### config.mk
export PLATFORM = sky130hd
export DESIGN_NAME = sparse_polynomial_add_merge_unit
export DESIGN_NICKNAME = d
export VERILOG_FILES = /design/src/design/spadd_pkg.sv /design/src/design/sparse_polynomial_add_merge_unit.sv /design/src/design/spadd_ram.sv /design/src/design/spadd_ctrl.sv /design/src/design/spadd_dp.sv
export SDC_FILE = /design/constraint.sdc
export NUM_CORES = 2
export LEC_CHECK = 0
export ABC_AREA = 1
export BUFFER_PORTS_ARGS = -buffer_cell sky130_fd_sc_hd__buf_2
export CORE_MARGIN = 2
export CORE_UTILIZATION = 44
export CTS_BUF_LIST = sky130_fd_sc_hd__clkbuf_8 sky130_fd_sc_hd__clkbuf_16
export CTS_CLUSTER_SIZE = 14
export DETAILED_ROUTE_END_ITERATION = 8
export HOLD_SLACK_MARGIN = 0.02
export PLACE_DENSITY = 0.56
export SLEW_MARGIN = 20
export SYNTH_ARGS = -nofsm -noshare
export SYNTH_HDL_FRONTEND = slang
export SYNTH_SLANG_ARGS = --single-unit
### constraint.sdc
create_clock -name clock -period 6.99 [get_ports clock]
set_clock_uncertainty 0.1 [all_clocks]
set_input_delay 0.3495 -clock clock [delete_from_list [all_inputs] [get_ports clock]]
set_output_delay 0.3495 -clock clock [all_outputs]
set_load 0.01 [all_outputs]
### src/design/spadd_pkg.sv
// Shared types and constants of the sparse polynomial add unit.
// No dependencies; used by the controller, datapath and top level.
package spadd_pkg;

   localparam int KIND_W = 2;
   localparam int COEF_W = 32;
   localparam int EXP_W  = 16;
   localparam int SUM_W  = 33;
   localparam int TERM_W = COEF_W + EXP_W;

   localparam logic [KIND_W-1:0] KIND_LOAD_FIRST  = 2'd0;
   localparam logic [KIND_W-1:0] KIND_LOAD_SECOND = 2'd1;
   localparam logic [KIND_W-1:0] KIND_START       = 2'd2;

   // Commands from the controller to the datapath.
   typedef struct packed {
      logic load_first;
      logic load_second;
      logic prime;
      logic step;
   } cmd_type;

   // Status from the datapath to the controller.
   typedef struct packed {
      logic out_free;
      logic step_last;
   } status_type;

endpackage

### src/design/sparse_polynomial_add_merge_unit.sv
// Channel   Direction  Handshake            Contents
// req_      in         req_valid/req_stall  kind, coefficient, exponent
// rsp_      out        rsp_valid/rsp_stall  sum term, last, empty_res, overflow
//
// Loads are accepted back to back while no merge runs. A start transaction
// first reads both list heads, then, while rsp_stall is low, gives one result
// term per compare of the two store read ports, so first_count + second_count
// terms at most, or a single empty term when both lists are empty.
// While a merge runs, req_stall is high; a stalled result holds the merge.
// Reset is synchronous and clears both counts and the pending overflow flag.
//
// Top level of the sparse polynomial add unit; depends on spadd_pkg,
// spadd_ctrl and spadd_dp.
module sparse_polynomial_add_merge_unit #(
   parameter int MAX_TERMS = 32
) (
   input  logic                                clock,
   input  logic                                reset,
   input  logic                                req_valid,
   output logic                                req_stall,
   input  logic [spadd_pkg::KIND_W-1:0]        req_kind,
   input  logic signed [spadd_pkg::COEF_W-1:0] req_coefficient,
   input  logic [spadd_pkg::EXP_W-1:0]         req_exponent,
   output logic                                rsp_valid,
   input  logic                                rsp_stall,
   output logic signed [spadd_pkg::SUM_W-1:0]  rsp_sum_coefficient,
   output logic [spadd_pkg::EXP_W-1:0]         rsp_sum_exponent,
   output logic                                rsp_last,
   output logic                                rsp_empty_res,
   output logic                                rsp_overflow
);

   spadd_pkg::cmd_type    cmd;
   spadd_pkg::status_type status;

   spadd_ctrl u_ctrl (
      .clock     (clock),
      .reset     (reset),
      .req_valid (req_valid),
      .req_kind  (req_kind),
      .status    (status),
      .req_stall (req_stall),
      .cmd       (cmd)
   );

   spadd_dp #(.MAX_TERMS(MAX_TERMS)) u_dp (
      .clock               (clock),
      .reset               (reset),
      .cmd                 (cmd),
      .req_coefficient     (req_coefficient),
      .req_exponent        (req_exponent),
      .rsp_stall           (rsp_stall),
      .status              (status),
      .rsp_valid           (rsp_valid),
      .rsp_sum_coefficient (rsp_sum_coefficient),
      .rsp_sum_exponent    (rsp_sum_exponent),
      .rsp_last            (rsp_last),
      .rsp_empty_res       (rsp_empty_res),
      .rsp_overflow        (rsp_overflow)
   );

endmodule

### src/design/spadd_ram.sv
// Generic single-port-write, single-port-read RAM with registered read data.
// No dependencies.
module spadd_ram #(
   parameter int WIDTH = 48,
   parameter int DEPTH = 32,
   localparam int AW = (DEPTH > 1) ? $clog2(DEPTH) : 1
) (
   input  logic             clock,
   input  logic             wr_en,
   input  logic [AW-1:0]    wr_addr,
   input  logic [WIDTH-1:0] wr_data,
   input  logic [AW-1:0]    rd_addr,
   output logic [WIDTH-1:0] rd_data
);

   logic [WIDTH-1:0] mem_ff [DEPTH];
   logic [WIDTH-1:0] rd_data_ff;

   always_ff @(posedge clock) begin
      if (wr_en) begin
         mem_ff[wr_addr] <= wr_data;
      end
      rd_data_ff <= mem_ff[rd_addr];
   end

   assign rd_data = rd_data_ff;

endmodule

### src/design/spadd_ctrl.sv
// Controller state machine of the sparse polynomial add unit.
// Depends on spadd_pkg for kind codes and the command and status structs.
module spadd_ctrl (
   input  logic                           clock,
   input  logic                           reset,
   input  logic                           req_valid,
   input  logic [spadd_pkg::KIND_W-1:0]   req_kind,
   input  spadd_pkg::status_type          status,
   output logic                           req_stall,
   output spadd_pkg::cmd_type             cmd
);

   localparam logic [1:0] ST_IDLE  = 2'd0;
   localparam logic [1:0] ST_PRIME = 2'd1;
   localparam logic [1:0] ST_MERGE = 2'd2;

   logic [1:0] state_ff;
   logic [1:0] state_in;
   logic       accept;
   logic       is_start;

   assign req_stall = (state_ff != ST_IDLE);
   assign accept    = req_valid && !req_stall;

   always_comb begin
      cmd.load_first  = 1'b0;
      cmd.load_second = 1'b0;
      cmd.prime       = (state_ff == ST_PRIME);
      cmd.step        = (state_ff == ST_MERGE) && status.out_free;
      is_start        = 1'b0;
      unique case (req_kind)
         spadd_pkg::KIND_LOAD_FIRST:  cmd.load_first  = accept;
         spadd_pkg::KIND_LOAD_SECOND: cmd.load_second = accept;
         spadd_pkg::KIND_START:       is_start        = accept;
         default: ;
      endcase
   end

   always_comb begin
      state_in = state_ff;
      unique case (state_ff)
         ST_IDLE:  if (is_start) state_in = ST_PRIME;
         ST_PRIME: state_in = ST_MERGE;
         ST_MERGE: if (cmd.step && status.step_last) state_in = ST_IDLE;
         default:  state_in = ST_IDLE;
      endcase
   end

   always_ff @(posedge clock) begin
      if (reset) begin
         state_ff <= ST_IDLE;
      end else begin
         state_ff <= state_in;
      end
   end

endmodule

### src/design/spadd_dp.sv
// Datapath of the sparse polynomial add unit: term stores, counts, merge
// indices and the result register. Depends on spadd_pkg and spadd_ram.
module spadd_dp #(
   parameter int MAX_TERMS = 32,
   localparam int CNT_W  = $clog2(MAX_TERMS + 1),
   localparam int ADDR_W = (MAX_TERMS > 1) ? $clog2(MAX_TERMS) : 1
) (
   input  logic                                clock,
   input  logic                                reset,
   input  spadd_pkg::cmd_type                  cmd,
   input  logic signed [spadd_pkg::COEF_W-1:0] req_coefficient,
   input  logic [spadd_pkg::EXP_W-1:0]         req_exponent,
   input  logic                                rsp_stall,
   output spadd_pkg::status_type               status,
   output logic                                rsp_valid,
   output logic signed [spadd_pkg::SUM_W-1:0]  rsp_sum_coefficient,
   output logic [spadd_pkg::EXP_W-1:0]         rsp_sum_exponent,
   output logic                                rsp_last,
   output logic                                rsp_empty_res,
   output logic                                rsp_overflow
);

   localparam logic [CNT_W-1:0] FULL = CNT_W'(MAX_TERMS);

   logic [CNT_W-1:0] cnt_a_ff, cnt_a_in, cnt_b_ff, cnt_b_in;
   logic [CNT_W-1:0] idx_a_ff, idx_a_in, idx_b_ff, idx_b_in;
   logic [CNT_W-1:0] idx_a_next, idx_b_next;
   logic             dropped_ff, dropped_in;
   logic             full_a, full_b;
   logic             wr_a, wr_b;
   logic [CNT_W-1:0] rd_idx_a, rd_idx_b;

   logic [spadd_pkg::TERM_W-1:0] wr_term, rd_a, rd_b;
   logic [spadd_pkg::EXP_W-1:0]  ea, eb;
   logic [spadd_pkg::SUM_W-1:0]  ca_w, cb_w;
   logic                         a_has, b_has, take_a, take_b;
   logic                         last, empty;
   logic [spadd_pkg::SUM_W-1:0]  coef_sel;
   logic [spadd_pkg::EXP_W-1:0]  exp_sel;

   logic                         rsp_valid_ff, rsp_valid_in;
   logic [spadd_pkg::SUM_W-1:0]  coef_ff;
   logic [spadd_pkg::EXP_W-1:0]  exp_ff;
   logic                         last_ff, empty_ff, ovf_ff;

   // Term stores: coefficient in the upper bits, exponent in the lower bits.
   assign full_a  = (cnt_a_ff == FULL);
   assign full_b  = (cnt_b_ff == FULL);
   assign wr_a    = cmd.load_first && !full_a;
   assign wr_b    = cmd.load_second && !full_b;
   assign wr_term = {req_coefficient, req_exponent};

   // Read the head that the next cycle will compare.
   assign rd_idx_a = cmd.prime ? '0 : (cmd.step ? idx_a_next : idx_a_ff);
   assign rd_idx_b = cmd.prime ? '0 : (cmd.step ? idx_b_next : idx_b_ff);

   spadd_ram #(.WIDTH(spadd_pkg::TERM_W), .DEPTH(MAX_TERMS)) u_ram_a (
      .clock   (clock),
      .wr_en   (wr_a),
      .wr_addr (cnt_a_ff[ADDR_W-1:0]),
      .wr_data (wr_term),
      .rd_addr (rd_idx_a[ADDR_W-1:0]),
      .rd_data (rd_a)
   );

   spadd_ram #(.WIDTH(spadd_pkg::TERM_W), .DEPTH(MAX_TERMS)) u_ram_b (
      .clock   (clock),
      .wr_en   (wr_b),
      .wr_addr (cnt_b_ff[ADDR_W-1:0]),
      .wr_data (wr_term),
      .rd_addr (rd_idx_b[ADDR_W-1:0]),
      .rd_data (rd_b)
   );

   assign ea   = rd_a[spadd_pkg::EXP_W-1:0];
   assign eb   = rd_b[spadd_pkg::EXP_W-1:0];
   assign ca_w = {rd_a[spadd_pkg::TERM_W-1], rd_a[spadd_pkg::TERM_W-1:spadd_pkg::EXP_W]};
   assign cb_w = {rd_b[spadd_pkg::TERM_W-1], rd_b[spadd_pkg::TERM_W-1:spadd_pkg::EXP_W]};

   assign a_has = (idx_a_ff < cnt_a_ff);
   assign b_has = (idx_b_ff < cnt_b_ff);

   always_comb begin
      take_a = 1'b0;
      take_b = 1'b0;
      if (a_has && b_has) begin
         if (ea > eb) begin
            take_a = 1'b1;
         end else if (ea < eb) begin
            take_b = 1'b1;
         end else begin
            take_a = 1'b1;
            take_b = 1'b1;
         end
      end else if (a_has) begin
         take_a = 1'b1;
      end else if (b_has) begin
         take_b = 1'b1;
      end
   end

   always_comb begin
      case ({take_a, take_b})
         2'b11:   coef_sel = ca_w + cb_w;
         2'b10:   coef_sel = ca_w;
         2'b01:   coef_sel = cb_w;
         default: coef_sel = '0;
      endcase
   end

   assign exp_sel    = take_a ? ea : (take_b ? eb : '0);
   assign idx_a_next = idx_a_ff + CNT_W'(take_a);
   assign idx_b_next = idx_b_ff + CNT_W'(take_b);
   assign empty      = !a_has && !b_has;
   // With both lists empty the single empty term is also the last one.
   assign last       = !(idx_a_next < cnt_a_ff) && !(idx_b_next < cnt_b_ff);

   assign status.out_free  = !rsp_valid_ff || !rsp_stall;
   assign status.step_last = last;

   always_comb begin
      cnt_a_in   = cnt_a_ff;
      cnt_b_in   = cnt_b_ff;
      dropped_in = dropped_ff;
      if (wr_a) cnt_a_in = cnt_a_ff + CNT_W'(1);
      if (wr_b) cnt_b_in = cnt_b_ff + CNT_W'(1);
      if ((cmd.load_first && full_a) || (cmd.load_second && full_b)) begin
         dropped_in = 1'b1;
      end
      if (cmd.step && last) begin
         cnt_a_in   = '0;
         cnt_b_in   = '0;
         dropped_in = 1'b0;
      end
   end

   assign idx_a_in = cmd.prime ? '0 : (cmd.step ? idx_a_next : idx_a_ff);
   assign idx_b_in = cmd.prime ? '0 : (cmd.step ? idx_b_next : idx_b_ff);

   assign rsp_valid_in = cmd.step || (rsp_valid_ff && rsp_stall);

   always_ff @(posedge clock) begin
      if (reset) begin
         cnt_a_ff     <= '0;
         cnt_b_ff     <= '0;
         dropped_ff   <= 1'b0;
         idx_a_ff     <= '0;
         idx_b_ff     <= '0;
         rsp_valid_ff <= 1'b0;
      end else begin
         cnt_a_ff     <= cnt_a_in;
         cnt_b_ff     <= cnt_b_in;
         dropped_ff   <= dropped_in;
         idx_a_ff     <= idx_a_in;
         idx_b_ff     <= idx_b_in;
         rsp_valid_ff <= rsp_valid_in;
      end
   end

   always_ff @(posedge clock) begin
      if (cmd.step) begin
         coef_ff  <= coef_sel;
         exp_ff   <= exp_sel;
         last_ff  <= last;
         empty_ff <= empty;
         ovf_ff   <= dropped_ff;
      end
   end

   assign rsp_valid           = rsp_valid_ff;
   assign rsp_sum_coefficient = coef_ff;
   assign rsp_sum_exponent    = exp_ff;
   assign rsp_last            = last_ff;
   assign rsp_empty_res       = empty_ff;
   assign rsp_overflow        = ovf_ff;

endmodule

==> results_dict.tcl <==
set metrics [dict create \
    status "finished, final reports clean" \
    grt_pass1_vias 94800 \
    synth-edff-count 3124 \
    cts_sinks 3248 \
    vias_per_cell 5.66 \
    tightest_slew_ns 1.21 \
    grt_overflow_total 0 \
    cts_setup_buffers 0 \
    ys_types 37 \
    area.growth.synth_to_final_pct 12.1 \
    gp_congestion 0.898 \
    io_buffer_count 107 \
    synthFlopType "edfxtp_1" \
    clockBufferDepth 4 \
    dp_slack_ns 1.24 \
    ys_seq_area_frac 0.683 \
    final_cell_mix "nand2_1 (4,235), nand3_1 (3,368), edfxtp_1 (3,124)" \
    async_flop_share 0 \
    grtUsageTotal 0.282 \
    cts_tree "yes" \
    drive_above_1_share 0.0712 \
    die_x_um 570 \
    period_needed_ns 5.97 \
    slew_headroom 0.187 \
    htree_levels 5 \
    slew_viol_final 0 \
    final_common_cell "nand2_1" \
    core_area_mm2 0.318 \
    remaining_drc_errors 0 \
    hold_path_class "in2reg" \
    timing.setup.tns_ns 0 \
    antenna_found_initial 23 \
    root_buffer "clkbuf_16" \
    total_power_mw 44.4 \
    finalCritPeriodShare 0.855 \
    final_nets 13500 \
    hpwl_mm 248 \
    syn_area_mm2 0.141 \
    num_vias 101000 \
    rsz0062_at_grt "false" \
    start_util 0.443 \
    crit_path_start_kind "flop" \
    drtIter0Drc 12700 \
    dpl_cell_area_mm2 0.146 \
    syn_inst 13400 \
    synth_nets 13600 \
    fin_area_mm2 0.158 \
    maxCapViolations 0 \
    wirelength_mm 467 \
    leakagePower_nw 63.8 \
    ant_nets 0 \
    avgSynthCellArea_um2 10.5 \
    timing_hold_violations_final 0 \
    dr.pass1.iters 8 \
    clk_pin_slew_worst_paths_ns 0.06 \
    synth-seq-cells 3248 \
    grt_max_degree 187 \
    wire_per_inst_um 26.2 \
    setup_viol 0 \
    cts_made_buffers 347 \
    ios 108 \
    grt_pass1_wl_mm 670 \
    die_y_um 570 \
    die_area_mm2 0.325 \
    cp.arrival_ns 6.71 \
    clock_latency_ns 0.95 \
    ir_drop_mv 0.219 \
    power.density_mw_per_mm2 281 \
    setup_ws_ns 1.02 \
    rows 207 \
    fmaxAchievable_ghz 0.167 \
    yosysWarnings 0 \
    path_max_fanout 132 \
    cp.required_ns 7.73 \
    endpoint_kind "flop" \
    crit_type "reg2reg" \
]
## cells by family after synthesis
kind of cell | synth area share
adder cells (fa/ha/maj) | 0.00725
buffers and inverters | 0.0633
flip-flops | 0.683
AO/OA/AOI/OAI | 0.00490
AND/OR/NAND/NOR | 0.240
XOR/XNOR | 0.00131
## report_power, final
| part | switching (mW) | internal, mW | leakage [nW] |
|---|---|---|---|
| logic | 3.33 | 1.15 | 28.8 |
| registers | 0.265 | 21.5 | 29.1 |
| clock network | 7.80 | 10.3 | 5.86 |
## metal layers
layer	track usage	part of all wire	vias up
met4	0.132	0.050	0
met5	0	0	-
met2	0.453	0.47	4765
met3	0.0406	0.084	1006
li1	-	-	45400
met1	0.377	0.40	50000
## final timing paths
check	end	from	cells after the start	slack, ns
worst max register to register	u_dp.u_ram_a.rd_data[12]	u_dp.cnt_b_ff[2]	24	1.02
worst min register to register	u_dp.cnt_b_ff[5]	u_dp.cnt_b_ff[5]	2	0.41
worst max-delay path	u_dp.u_ram_a.rd_data[12]	u_dp.cnt_b_ff[2]	24	1.02
worst min-delay path	u_dp.u_ram_b.mem_ff[5][6]	req_exponent[6]	1	0.07
## flip-flops by register name, summed over array words and instances, names as in the netlist
name	flops
u_dp.cnt_a_ff	6
u_dp.u_ram_b.mem_ff	1536
u_dp.dropped_ff	1
u_dp.rsp_last	1
u_dp.idx_a_ff	6
u_ctrl.state_ff	2
u_dp.u_ram_a.mem_ff	1536
u_dp.rsp_valid	1
u_dp.u_ram_a.rd_data	48
u_dp.cnt_b_ff	6
u_dp.u_ram_b.rd_data	48
u_dp.rsp_sum_exponent	16
u_dp.rsp_sum_coefficient	33
u_dp.idx_b_ff	6
u_dp.rsp_empty_res	1
u_dp.rsp_overflow	1
## worst max-delay path: stages, from the launching register on
cell and delay, ns:
dfxtp_1 0.45, clkinv_1 0.30, ha_1 0.38, nand2_1 0.04, nor2_1 0.07, o21ai_0 0.08
nand2_1 0.34, nor2_1 0.10, nand2_1 0.17, buf_4 0.27, nand2_1 0.16, inv_1 0.09
buf_4 0.34, ha_1 0.25, ha_1 0.24, nand3b_1 0.20, nand3_4 0.17, buf_12 0.48
buf_4 0.62, nand3_1 0.14, nand3_1 0.09, nand3_1 0.10, nand2_1 0.11, nand2_1 0.10
nand2_1 0.20
## through the flow
step	hold slack (ns)	cells	util
after floorplan	0.309	13400	-
after global placement	0.380	17200	0.459
after detailed placement	0.390	17200	0.459
after CTS	0.0272	17800	0.495
after global routing	0.113	17900	0.496
final	0.0710	17900	0.496
## Yosys cell counts (4+ instances only)
master | instances | area share
edfxtp_1 | 3124 | 0.67
a21o_1 | 4 | 0.00021
nand3_2 | 4 | 0.00028
o21bai_1 | 4 | 0.00021
clkbuf_1 | 211 | 0.0056
nand3b_1 | 5 | 0.00027
buf_4 | 48 | 0.0026
a21boi_0 | 4 | 0.00021
buf_1 | 28 | 0.00075
inv_1 | 1273 | 0.034
buf_6 | 10 | 0.00080
nor3_1 | 15 | 0.00053
inv_2 | 10 | 0.00027
ha_1 | 80 | 0.0071
nand2_1 | 4237 | 0.11
o21ai_0 | 43 | 0.0015
nand4_1 | 25 | 0.0011
dfxtp_1 | 124 | 0.018
buf_2 | 545 | 0.019
nor2_1 | 164 | 0.0044
xor2_1 | 21 | 0.0013
a21oi_1 | 63 | 0.0022
nand3_1 | 3368 | 0.12
## area by class of cell
| cell class | count | area (µm²) |
|---|---|---|
| fillers | 28200 | 160000 |
| flip-flops and latches | 3248 | 96300 |
| repair buffers | 443 | 4130 |
| clock inverters | 263 | 1980 |
| multi-input cells | 8057 | 36300 |
| well taps | 4180 | 5230 |
| clock buffers | 376 | 9180 |
| inverters | 1285 | 4870 |
| diodes | 8 | 20.0 |
## timing repair
action,4_1_cts,5_1_grt
hold buffers,28,24
hold endpoints to repair,904,1504
resized for setup,0,0
Note: power is estimated with default switching activity, not from simulation.
